--- config.mk ---
export PLATFORM = sky130hd
export DESIGN_NAME = button_gesture_classifier_top_flat
export DESIGN_NICKNAME = d
export VERILOG_FILES = /design/src/hw/rtl/bgc_pkg.sv /design/src/hw/rtl/bgc_if.sv /design/src/hw/rtl/bgc_button.sv /design/src/hw/rtl/button_gesture_classifier_top.sv /design/src/flat_wrapper.sv
export VERILOG_INCLUDE_DIRS = /design/src /design/src/hw/rtl
export SDC_FILE = /design/constraint.sdc
export NUM_CORES = 1
export LEC_CHECK = 0
export BUFFER_PORTS_ARGS = -buffer_cell sky130_fd_sc_hd__buf_2
export CAP_MARGIN = 15
export CORE_MARGIN = 2
export CORE_UTILIZATION = 44
export DETAILED_ROUTE_END_ITERATION = 8
export GPL_TIMING_DRIVEN = 0
export PLACE_DENSITY = 0.74
export SLEW_MARGIN = 10
export SYNTH_ARGS = -nofsm -noshare
export SYNTH_HDL_FRONTEND = slang
export SYNTH_SLANG_ARGS = --single-unit
--- constraint.sdc ---
create_clock -name clk -period 5.65 [get_ports clk]
set_input_delay 1.695 -clock clk [delete_from_list [all_inputs] [get_ports clk]]
set_output_delay 1.695 -clock clk [all_outputs]
set_load 0.05 [all_outputs]
--- src/hw/rtl/button_gesture_classifier_top_assert.svh ---
// Assertion macros shared by the button gesture classifier RTL.
`ifndef BUTTON_GESTURE_CLASSIFIER_TOP_ASSERT_SVH
`define BUTTON_GESTURE_CLASSIFIER_TOP_ASSERT_SVH

// Checks that a condition implies another in the same cycle.
`define BGC_ASSERT_SAME(label, ante, cons, msg) \
    label: assert property (@(posedge clk) disable iff (!rst_n) (ante) |-> (cons)) \
        else $error(msg);

// Checks that a condition implies another in the following cycle.
`define BGC_ASSERT_NEXT(label, ante, cons, msg) \
    label: assert property (@(posedge clk) disable iff (!rst_n) (ante) |=> (cons)) \
        else $error(msg);

`endif

--- src/hw/rtl/bgc_pkg.sv ---
// Types and constants of the button gesture classifier.
package bgc_pkg;

    localparam int unsigned NUM_BUTTONS = 3;

    localparam logic [15:0] LONG_PRESS_RESET   = 16'd1000;
    localparam logic [15:0] DOUBLE_CLICK_RESET = 16'd300;

    // Configuration register indexes (byte address = 4 * index).
    localparam logic [1:0] REG_LONG_PRESS   = 2'd0;
    localparam logic [1:0] REG_DOUBLE_CLICK = 2'd1;
    localparam logic [1:0] REG_DISPLAY_FLIP = 2'd2;

    // Per-button phase; reset sorts below idle.
    typedef enum logic [2:0] {
        PH_RESET       = 3'd0,
        PH_IDLE        = 3'd1,
        PH_FIRST_DOWN  = 3'd2,
        PH_WAITING     = 3'd3,
        PH_SECOND_DOWN = 3'd4,
        PH_HELD        = 3'd5
    } phase_t;

    typedef enum logic [2:0] {
        EV_NONE     = 3'd0,
        EV_PRESS    = 3'd1,
        EV_CLICK    = 3'd2,
        EV_DOUBLE   = 3'd3,
        EV_LONG     = 3'd4,
        EV_RELEASED = 3'd5
    } event_t;

    // Status of one button after the current word has been applied.
    typedef struct packed {
        logic held;
        logic in_reset;
        logic busy;
    } btn_status_t;

    typedef struct packed {
        logic [2:0] event_left;
        logic [2:0] event_middle;
        logic [2:0] event_right;
        logic [2:0] held_flags;
        logic [2:0] reset_flags;
        logic       lock_request;
    } result_word_t;

endpackage

--- src/hw/rtl/bgc_if.sv ---
// Channel interfaces for the sample and result words.
interface bgc_sample_if;
    logic        valid;
    logic        ready;
    logic        mode;
    logic        switch_one;
    logic        switch_two;
    logic        switch_three;
    logic [31:0] time_ms;

    modport source (
        output valid, mode, switch_one, switch_two, switch_three, time_ms,
        input  ready
    );
    modport sink (
        input  valid, mode, switch_one, switch_two, switch_three, time_ms,
        output ready
    );
endinterface

interface bgc_result_if;
    logic       valid;
    logic       ready;
    logic [2:0] event_left;
    logic [2:0] event_middle;
    logic [2:0] event_right;
    logic [2:0] held_flags;
    logic [2:0] reset_flags;
    logic       lock_request;

    modport source (
        output valid, event_left, event_middle, event_right, held_flags,
               reset_flags, lock_request,
        input  ready
    );
    modport sink (
        input  valid, event_left, event_middle, event_right, held_flags,
               reset_flags, lock_request,
        output ready
    );
endinterface

--- src/hw/rtl/bgc_button.sv ---
// Gesture state machine for a single push button.
module bgc_button
    import bgc_pkg::*;
(
    input  logic        clk,
    input  logic        rst_n,
    input  logic        step,
    input  logic        clear,
    input  logic        level,
    input  logic [31:0] now,
    input  logic [15:0] long_press_ms,
    input  logic [15:0] double_click_ms,
    output event_t      evt,
    output btn_status_t status
);

    phase_t      phase_reg;
    phase_t      phase_next;
    logic [31:0] start_reg;
    logic [31:0] start_next;
    logic [31:0] elapsed;
    logic        long_hit;
    logic        dbl_early;
    logic        dbl_expired;

    // Time since the phase started, modulo 2^32.
    assign elapsed     = now - start_reg;
    assign long_hit    = elapsed > {16'd0, long_press_ms};
    assign dbl_early   = elapsed < {16'd0, double_click_ms};
    assign dbl_expired = elapsed > {16'd0, double_click_ms};

    always_comb
    begin
        phase_next = phase_reg;
        start_next = start_reg;
        if (clear)
        begin
            phase_next = PH_RESET;
        end
        else if (step)
        begin
            case (phase_reg)
                PH_RESET:
                begin
                    if (!level)
                    begin
                        phase_next = PH_IDLE;
                    end
                end
                PH_IDLE:
                begin
                    if (level)
                    begin
                        phase_next = PH_FIRST_DOWN;
                        start_next = now;
                    end
                end
                PH_FIRST_DOWN:
                begin
                    if (level)
                    begin
                        if (long_hit)
                        begin
                            phase_next = PH_HELD;
                        end
                    end
                    else
                    begin
                        phase_next = PH_WAITING;
                        start_next = now;
                    end
                end
                PH_WAITING:
                begin
                    if (level)
                    begin
                        if (dbl_early)
                        begin
                            phase_next = PH_SECOND_DOWN;
                        end
                        else
                        begin
                            phase_next = PH_FIRST_DOWN;
                            start_next = now;
                        end
                    end
                    else if (dbl_expired)
                    begin
                        phase_next = PH_IDLE;
                    end
                end
                PH_SECOND_DOWN:
                begin
                    if (!level)
                    begin
                        phase_next = PH_IDLE;
                    end
                end
                PH_HELD:
                begin
                    if (!level)
                    begin
                        phase_next = PH_IDLE;
                    end
                end
                default:
                begin
                    phase_next = phase_reg;
                end
            endcase
        end
    end

    always_comb
    begin
        evt = EV_NONE;
        if (step && !clear)
        begin
            case (phase_reg)
                PH_IDLE:
                begin
                    if (level)
                    begin
                        evt = EV_PRESS;
                    end
                end
                PH_FIRST_DOWN:
                begin
                    if (level)
                    begin
                        if (long_hit)
                        begin
                            evt = EV_LONG;
                        end
                    end
                    else
                    begin
                        evt = EV_CLICK;
                    end
                end
                PH_WAITING:
                begin
                    if (level)
                    begin
                        evt = dbl_early ? EV_DOUBLE : EV_PRESS;
                    end
                end
                PH_HELD:
                begin
                    if (!level)
                    begin
                        evt = EV_RELEASED;
                    end
                end
                default:
                begin
                    evt = EV_NONE;
                end
            endcase
        end
    end

    assign status.held     = (phase_next == PH_HELD);
    assign status.in_reset = (phase_next == PH_RESET);
    assign status.busy     = (phase_next > PH_IDLE);

    always_ff @(posedge clk or negedge rst_n)
    begin
        if (!rst_n)
        begin
            phase_reg <= PH_IDLE;
            start_reg <= '0;
        end
        else
        begin
            phase_reg <= phase_next;
            start_reg <= start_next;
        end
    end

endmodule

--- src/hw/rtl/button_gesture_classifier_top.sv ---
// Top level of the three-button gesture classifier with its register port.
//
// Usage: each word on the sample channel either carries three switch levels
// with a millisecond tick (mode 0) or orders all buttons into the reset
// phase (mode 1). Every accepted sample word yields exactly one result word
// with one event code per button (left, middle, right), the held and
// in-reset flags and the lock request, all taken after the word is applied.
// Throughput is one word per cycle while the skid register is empty; the
// three per-button state machines each close one subtract and compare per
// cycle. The result channel has an output register and one skid register,
// so a new sample word is still taken while a finished result waits; only
// when both hold words does sample.ready drop. Results leave in order.
// Reset clears both output stages, puts every button in the idle phase with
// a start time of zero, and loads the register defaults (long press 1000 ms,
// double click 300 ms, no flip). The user must write the APB port only
// while idle; the block does not enforce it.
`include "button_gesture_classifier_top_assert.svh"

module button_gesture_classifier_top
    import bgc_pkg::*;
(
    input  logic                clk,
    input  logic                rst_n,
    bgc_sample_if.sink          sample,
    bgc_result_if.source        result,
    input  logic                psel,
    input  logic                penable,
    input  logic                pwrite,
    input  logic [3:0]          paddr,
    input  logic [31:0]         pwdata,
    output logic [31:0]         prdata,
    output logic                pready
);

    // Configuration registers.
    logic [15:0] long_press_reg;
    logic [15:0] double_click_reg;
    logic        display_flip_reg;
    logic        cfg_write;

    assign pready    = 1'b1;
    assign cfg_write = psel && penable && pwrite;

    always_ff @(posedge clk or negedge rst_n)
    begin
        if (!rst_n)
        begin
            long_press_reg   <= LONG_PRESS_RESET;
            double_click_reg <= DOUBLE_CLICK_RESET;
            display_flip_reg <= 1'b0;
        end
        else if (cfg_write)
        begin
            case (paddr[3:2])
                REG_LONG_PRESS:   long_press_reg   <= pwdata[15:0];
                REG_DOUBLE_CLICK: double_click_reg <= pwdata[15:0];
                REG_DISPLAY_FLIP: display_flip_reg <= pwdata[0];
                default:          ;
            endcase
        end
    end

    always_comb
    begin
        case (paddr[3:2])
            REG_LONG_PRESS:   prdata = {16'd0, long_press_reg};
            REG_DOUBLE_CLICK: prdata = {16'd0, double_click_reg};
            REG_DISPLAY_FLIP: prdata = {31'd0, display_flip_reg};
            default:          prdata = '0;
        endcase
    end

    // Output register followed by a single skid register.
    result_word_t out_word_reg;
    result_word_t skid_word_reg;
    logic         out_valid_reg;
    logic         skid_valid_reg;
    logic         out_fire;

    // Input handshake: a word is taken whenever the skid register is free.
    logic in_fire;
    logic step;
    logic clear;

    assign sample.ready = !skid_valid_reg;
    assign in_fire      = sample.valid && sample.ready;
    assign step         = in_fire && !sample.mode;
    assign clear        = in_fire && sample.mode;

    // The flip setting swaps which outer switch drives buttons 0 and 2.
    logic [NUM_BUTTONS-1:0] level;

    assign level[0] = display_flip_reg ? sample.switch_three : sample.switch_one;
    assign level[1] = sample.switch_two;
    assign level[2] = display_flip_reg ? sample.switch_one : sample.switch_three;

    event_t      evt    [NUM_BUTTONS];
    btn_status_t status [NUM_BUTTONS];

    for (genvar b = 0; b < NUM_BUTTONS; b++)
    begin : g_button
        bgc_button u_button (
            .clk             (clk),
            .rst_n           (rst_n),
            .step            (step),
            .clear           (clear),
            .level           (level[b]),
            .now             (sample.time_ms),
            .long_press_ms   (long_press_reg),
            .double_click_ms (double_click_reg),
            .evt             (evt[b]),
            .status          (status[b])
        );
    end

    // Result word assembled from the per-button events and status.
    result_word_t word_next;

    always_comb
    begin
        word_next.event_left   = evt[0];
        word_next.event_middle = evt[1];
        word_next.event_right  = evt[2];
        word_next.held_flags   = {status[2].held, status[1].held, status[0].held};
        word_next.reset_flags  = {status[2].in_reset, status[1].in_reset,
                                  status[0].in_reset};
        word_next.lock_request = status[0].busy || status[1].busy || status[2].busy;
    end

    assign out_fire = out_valid_reg && result.ready;

    always_ff @(posedge clk or negedge rst_n)
    begin
        if (!rst_n)
        begin
            out_valid_reg  <= 1'b0;
            skid_valid_reg <= 1'b0;
        end
        else if (skid_valid_reg)
        begin
            if (out_fire)
            begin
                skid_valid_reg <= 1'b0;
            end
        end
        else if (in_fire)
        begin
            if (out_valid_reg && !out_fire)
            begin
                skid_valid_reg <= 1'b1;
            end
            else
            begin
                out_valid_reg <= 1'b1;
            end
        end
        else if (out_fire)
        begin
            out_valid_reg <= 1'b0;
        end
    end

    always_ff @(posedge clk)
    begin
        if (skid_valid_reg)
        begin
            if (out_fire)
            begin
                out_word_reg <= skid_word_reg;
            end
        end
        else if (in_fire)
        begin
            if (out_valid_reg && !out_fire)
            begin
                skid_word_reg <= word_next;
            end
            else
            begin
                out_word_reg <= word_next;
            end
        end
    end

    assign result.valid        = out_valid_reg;
    assign result.event_left   = out_word_reg.event_left;
    assign result.event_middle = out_word_reg.event_middle;
    assign result.event_right  = out_word_reg.event_right;
    assign result.held_flags   = out_word_reg.held_flags;
    assign result.reset_flags  = out_word_reg.reset_flags;
    assign result.lock_request = out_word_reg.lock_request;

    // The skid register only ever holds a word behind the output register.
    `BGC_ASSERT_SAME(a_skid_behind_out, skid_valid_reg, out_valid_reg, "skid word without output word")
    // A word lands in the skid register only while the output is stalled.
    `BGC_ASSERT_SAME(a_skid_on_stall, $rose(skid_valid_reg), $past(out_valid_reg && !result.ready), "skid loaded without stall")
    // A held button is beyond idle, so it must raise the lock request.
    `BGC_ASSERT_SAME(a_held_locks, out_valid_reg && (out_word_reg.held_flags != 3'b000), out_word_reg.lock_request, "held without lock request")
    // A button cannot be held and in reset at once.
    `BGC_ASSERT_SAME(a_flags_disjoint, out_valid_reg, (out_word_reg.held_flags & out_word_reg.reset_flags) == 3'b000, "held and reset flags overlap")
    // A reset order puts every button in the reset phase.
    `BGC_ASSERT_NEXT(a_reset_order, clear && !out_valid_reg, out_word_reg.reset_flags == 3'b111, "reset order not applied")

endmodule

--- src/flat_wrapper.sv ---
// flat-port wrapper written by rule: the top's interface ports become plain ports
module button_gesture_classifier_top_flat import bgc_pkg::*;
  (clk, rst_n, psel, penable, pwrite, paddr, pwdata, prdata, pready, sample_valid, sample_mode, sample_switch_one, sample_switch_two, sample_switch_three, sample_time_ms, sample_ready, result_valid, result_event_left, result_event_middle, result_event_right, result_held_flags, result_reset_flags, result_lock_request, result_ready);
  bgc_sample_if sample_i ();
  bgc_result_if result_i ();
  input  logic clk;
  input  logic rst_n;
  input  logic psel;
  input  logic penable;
  input  logic pwrite;
  input  logic [3:0] paddr;
  input  logic [31:0] pwdata;
  output logic [31:0] prdata;
  output logic pready;
  input wire logic [$bits(sample_i.valid)-1:0] sample_valid;
  input wire logic [$bits(sample_i.mode)-1:0] sample_mode;
  input wire logic [$bits(sample_i.switch_one)-1:0] sample_switch_one;
  input wire logic [$bits(sample_i.switch_two)-1:0] sample_switch_two;
  input wire logic [$bits(sample_i.switch_three)-1:0] sample_switch_three;
  input wire logic [$bits(sample_i.time_ms)-1:0] sample_time_ms;
  output wire logic [$bits(sample_i.ready)-1:0] sample_ready;
  output wire logic [$bits(result_i.valid)-1:0] result_valid;
  output wire logic [$bits(result_i.event_left)-1:0] result_event_left;
  output wire logic [$bits(result_i.event_middle)-1:0] result_event_middle;
  output wire logic [$bits(result_i.event_right)-1:0] result_event_right;
  output wire logic [$bits(result_i.held_flags)-1:0] result_held_flags;
  output wire logic [$bits(result_i.reset_flags)-1:0] result_reset_flags;
  output wire logic [$bits(result_i.lock_request)-1:0] result_lock_request;
  input wire logic [$bits(result_i.ready)-1:0] result_ready;
  assign sample_i.valid = sample_valid;
  assign sample_i.mode = sample_mode;
  assign sample_i.switch_one = sample_switch_one;
  assign sample_i.switch_two = sample_switch_two;
  assign sample_i.switch_three = sample_switch_three;
  assign sample_i.time_ms = sample_time_ms;
  assign sample_ready = sample_i.ready;
  assign result_valid = result_i.valid;
  assign result_event_left = result_i.event_left;
  assign result_event_middle = result_i.event_middle;
  assign result_event_right = result_i.event_right;
  assign result_held_flags = result_i.held_flags;
  assign result_reset_flags = result_i.reset_flags;
  assign result_lock_request = result_i.lock_request;
  assign result_i.ready = result_ready;
  button_gesture_classifier_top u_core (.clk(clk), .rst_n(rst_n), .sample(sample_i), .result(result_i), .psel(psel), .penable(penable), .pwrite(pwrite), .paddr(paddr), .pwdata(pwdata), .prdata(prdata), .pready(pready));
endmodule
==> impl_results.md <==
* Detail Placement HPWL at 37.5 mm
* Yosys reg bits at between 150 and 200
* Final Cycle Share at 101%
* Critical path's top delay family: compound AO/OA/AOI/OAI gates
* Largest family of logic cells by synthesized area: compound AO/OA/AOI/OAI gates
* Die X at 193 um
* Vias at 14900
* 1st-iter DRT viols at slightly below 1000
* Longest Clk Path Bufs at 2
* Top-area cell type share of the netlist area at approximately a fifth
* Dominant cell type by area after synthesis: dfrtp_1
* CTS tree: built
* Multi-input logic area at approximately 12000 um^2
* Synth area leaders: dfrtp_1, ha_1, mux2_2
* First-pass GRT wire length at 76.3 mm
* Lkg Pwr at between 8 and 9 nW
* Register Area at 4480 um^2
* Cell area after synthesis at ~16000 um^2
* Fmax at between 0.15 and 0.2 GHz
* Status: finished with violations
* Worst slew pin tran at about 810 ps
* Avg WL per Cell at between 15 and 20 um
* Post-Synth Adder-Cell Area at between 15 and 20%
* Routed WL at roughly 50 mm
* Vias in the first global route at 14500
* Critical path cell sequence: buf_12 -> clkinvlp_4 -> buf_6 -> fa_2 -> nand2b_4 -> a21oi_4 -> nor2_4 -> buf_4 -> xnor2_1 -> ha_1 -> o21ai_0 -> a211oi_2 -> a221oi_4 -> nor4b_4 -> buf_4 -> a21oi_4 -> o21ai_4 -> buf_12 -> clkbuf_16 -> mux2_4
* Finished Cell Area at a little under 20000 um^2
* Post-route ant nets at 0
* Total CTS buffers at 17
* Mux contribution to synthesized area at under 10%
* Layout cell share with drive strength beyond 1 at between 20% and 30%
* Antenna violations before repair at 1
* CP arrival at between 6000 and 7000 ps
* Slowest CP cell: xnor2_1
* Hold WS at a little over 500 ps
* Clk_skew at 17.6 ps
* Die area at 37400 um^2
* Async SR Flop Fraction at between 80% and 90%
* Clk pin slew, worst setup/hold paths at 70 ps
* RePlAce Congestion at a little under 1
* Bufs and invs on worst path at 7
* Simple-Gate Fraction of Synth Area at between 15 and 20%
* Pre-Repair DR Iteration Count at 5
* Crit-path max cell delay at 530 ps
* Mapped Cells at roughly 1800
* Library cells used by synthesis at roughly 90
* Fill cells at between 3000 and 4000
* Core area at roughly 35000 um^2
* Vias per inst at 5.92
* P&R area growth vs syn at 24.5%
* Slew margin rel. at 44.8%
* CP Launch Type: input port
* Initial Util at about 45%
* Synth warn at 0
* Pwr dens at about 640 nW/um^2
* H-tree lvl count at 4
* Row cnt at roughly 70
* Peak supply drop at 0.367 mV
* Synth Flop Type: dfrtp_1
* Final Hold Viols at 0
* Sequential fraction of the synthesis area at between 20 and 30%
* Clock latency on the worst-skew pair at roughly 470 ps
* CTS root buf: clkbuf_16
* Slew Viols, Final at 0
* CTS sink count at approximately 170
* Post-Synth XOR/XNOR Area at under 10%
* Number of flip-flops under the largest register name at 96
* Tmin final at 5730 ps
* Post-synth EDFFs at 32
* Maximum Capacitance Violations at 0
* Grt total ovfl at 0
* # hold bufs at CTS at 0
* Post-Syn Area per Cell at 8.57 um^2
* Pin count of the biggest net entering global routing at between 80 and 90
* Crit path kind: input port to flip-flop
* Failing checks: setup timing
* Complex-gate fraction of the synthesized area at between 20% and 30%
* I/O pin total at 130
* Ant. Diodes at 0
* Chip height at between 150 and 200 um
* Min-Delay Path Class: flip-flop to flip-flop
* Worst EP required at about 6000 ps
* Total GRT Usage at between 20% and 30%
* RSZ-0062 raised after global routing: true
* I/O Buffers at 93
* DRC Markers at 0
* Final WS setup at -79.0 ps
* Placed Area at around 17000 um^2
* Final setup vio count at 34
* Final #Nets at between 2000 and 2500
* CP max FO at 8
* Setup crit end kind: flip-flop
==> cells in the final DEF (no fill, tap or decap), types with 9 or more instances in the layout <==
| cell | Yosys | routed |
|---|---|---|
| a21o_1 | 68 | 68 |
| a21oi_1 | 155 | 129 |
| a21oi_2 | 0 | 21 |
| buf_2 | 10 | 87 |
| buf_4 | 17 | 89 |
| clkbuf_1 | 46 | 43 |
| clkbuf_16 | 0 | 21 |
| conb_1 | 2 | 17 |
| dfrtp_1 | 127 | 127 |
| dfstp_2 | 13 | 13 |
| edfxtp_1 | 32 | 32 |
| ha_1 | 189 | 152 |
| ha_2 | 0 | 14 |
| ha_4 | 0 | 23 |
| inv_1 | 158 | 155 |
| mux2_2 | 101 | 72 |
| mux2_4 | 0 | 29 |
| mux2i_1 | 30 | 30 |
| nand2_1 | 175 | 169 |
| nand2b_1 | 22 | 17 |
| nand3_1 | 21 | 18 |
| nand4_1 | 49 | 49 |
| nor2_1 | 126 | 120 |
| nor2b_1 | 16 | 13 |
| nor3_1 | 34 | 30 |
| nor4_1 | 15 | 11 |
| o211ai_1 | 19 | 19 |
| o21a_1 | 17 | 16 |
| o21ai_0 | 120 | 104 |
| o21ai_1 | 4 | 10 |
| o21ai_2 | 1 | 9 |
| or3_1 | 14 | 13 |
| xnor2_1 | 37 | 26 |
| xor2_1 | 24 | 16 |
==> routing by layer <==
layer / GRT usage [%] / share of wire, % / vias up
li1: - / - / 7094
met1: 32.7 / 43 / 7243
met2: 43.2 / 48 / 485
met3: 4.17 / 5.3 / 99
met4: 8.93 / 3.0 / 2
met5: 0 / 0.026 / -
==> synthesized netlist by cell type, types with 32 or more instances <==
library cell  instances
dfrtp_1             127
inv_1               158
nor2_1              126
a21o_1               68
mux2_2              101
edfxtp_1             32
nor3_1               34
ha_1                189
nand4_1              49
nand2_1             175
clkbuf_1             46
a21oi_1             155
o21ai_0             120
xnor2_1              37
==> through the flow <==
step	worst slack (ps)	instances	total power, mW	TNS (ps)	utilization (%)
finish	-79.0	2520	12.6	-1770	55.4
global route	-180	2520	13.6	-5520	55.4
CTS	2.49	2490	11.8	0	53.2
detailed placement	-1850	2412	9.71	-169900	48.0
global placement	-1830	2411	9.50	-167500	47.9
floorplan	-9.53	1857	7.69	-62.6	-
==> cells by family (layout without fill, tap and decap cells) <==
group	count (synthesis)	count (layout)
and+or+nand+nor	540	540
AOI/OAI and AO/OA	511	511
muxes	131	131
DFF	172	172
buffers and inverters	233	435
xor gates and xnor gates	61	61
adders and majority gates	192	192
other	2	17
==> power by group <==
| group | internal [mW] | switching [mW] | leakage (nW) |
|---|---|---|---|
| Sequential | 1.81 | 0.265 | 2.02 |
| Combinational | 3.88 | 5.50 | 6.55 |
| Clock | 0.577 | 0.579 | 0.261 |
==> path summary, 6_finish.rpt <==
kind                                                                start                                         to  slack, ps  cells past startpoint
worst max register to register   u_core.g_button[0].u_button.start_reg[1]                    u_core.skid_word_reg[0]        780                     20
worst max-delay path                                    sample_time_ms[1]  u_core.g_button[1].u_button.start_reg[29]        -80                     20
worst min register to register  u_core.g_button[2].u_button.start_reg[17]  u_core.g_button[2].u_button.start_reg[17]        510                      1
worst min-delay path            u_core.g_button[2].u_button.start_reg[17]  u_core.g_button[2].u_button.start_reg[17]        510                      1
max in group asynchronous                                           rst_n  u_core.g_button[1].u_button.start_reg[24]       3710                      2
min in group asynchronous                                           rst_n                u_core.double_click_reg[14]       1140                      1
==> layout make-up <==
cell class / instances / share of cell area, %
inverter: 158 / 3.06
tap: 461 / 2.93
buffer: 74 / 2.15
timing repair buffer: 171 / 6.41
clock buffer: 17 / 2.16
clock inverter: 15 / 0.655
multi-input combinational: 1452 / 59.8
sequential: 172 / 22.8
==> repair_timing <==
item	CTS	global route
gates resized for setup	158	122
endpoints found under the setup margin	124	109
buffers inserted	48	26
endpoints found under the hold margin	0	0
pin swaps	80	50
cloned	0	4
Note: power is estimated with default switching activity, not from simulation.
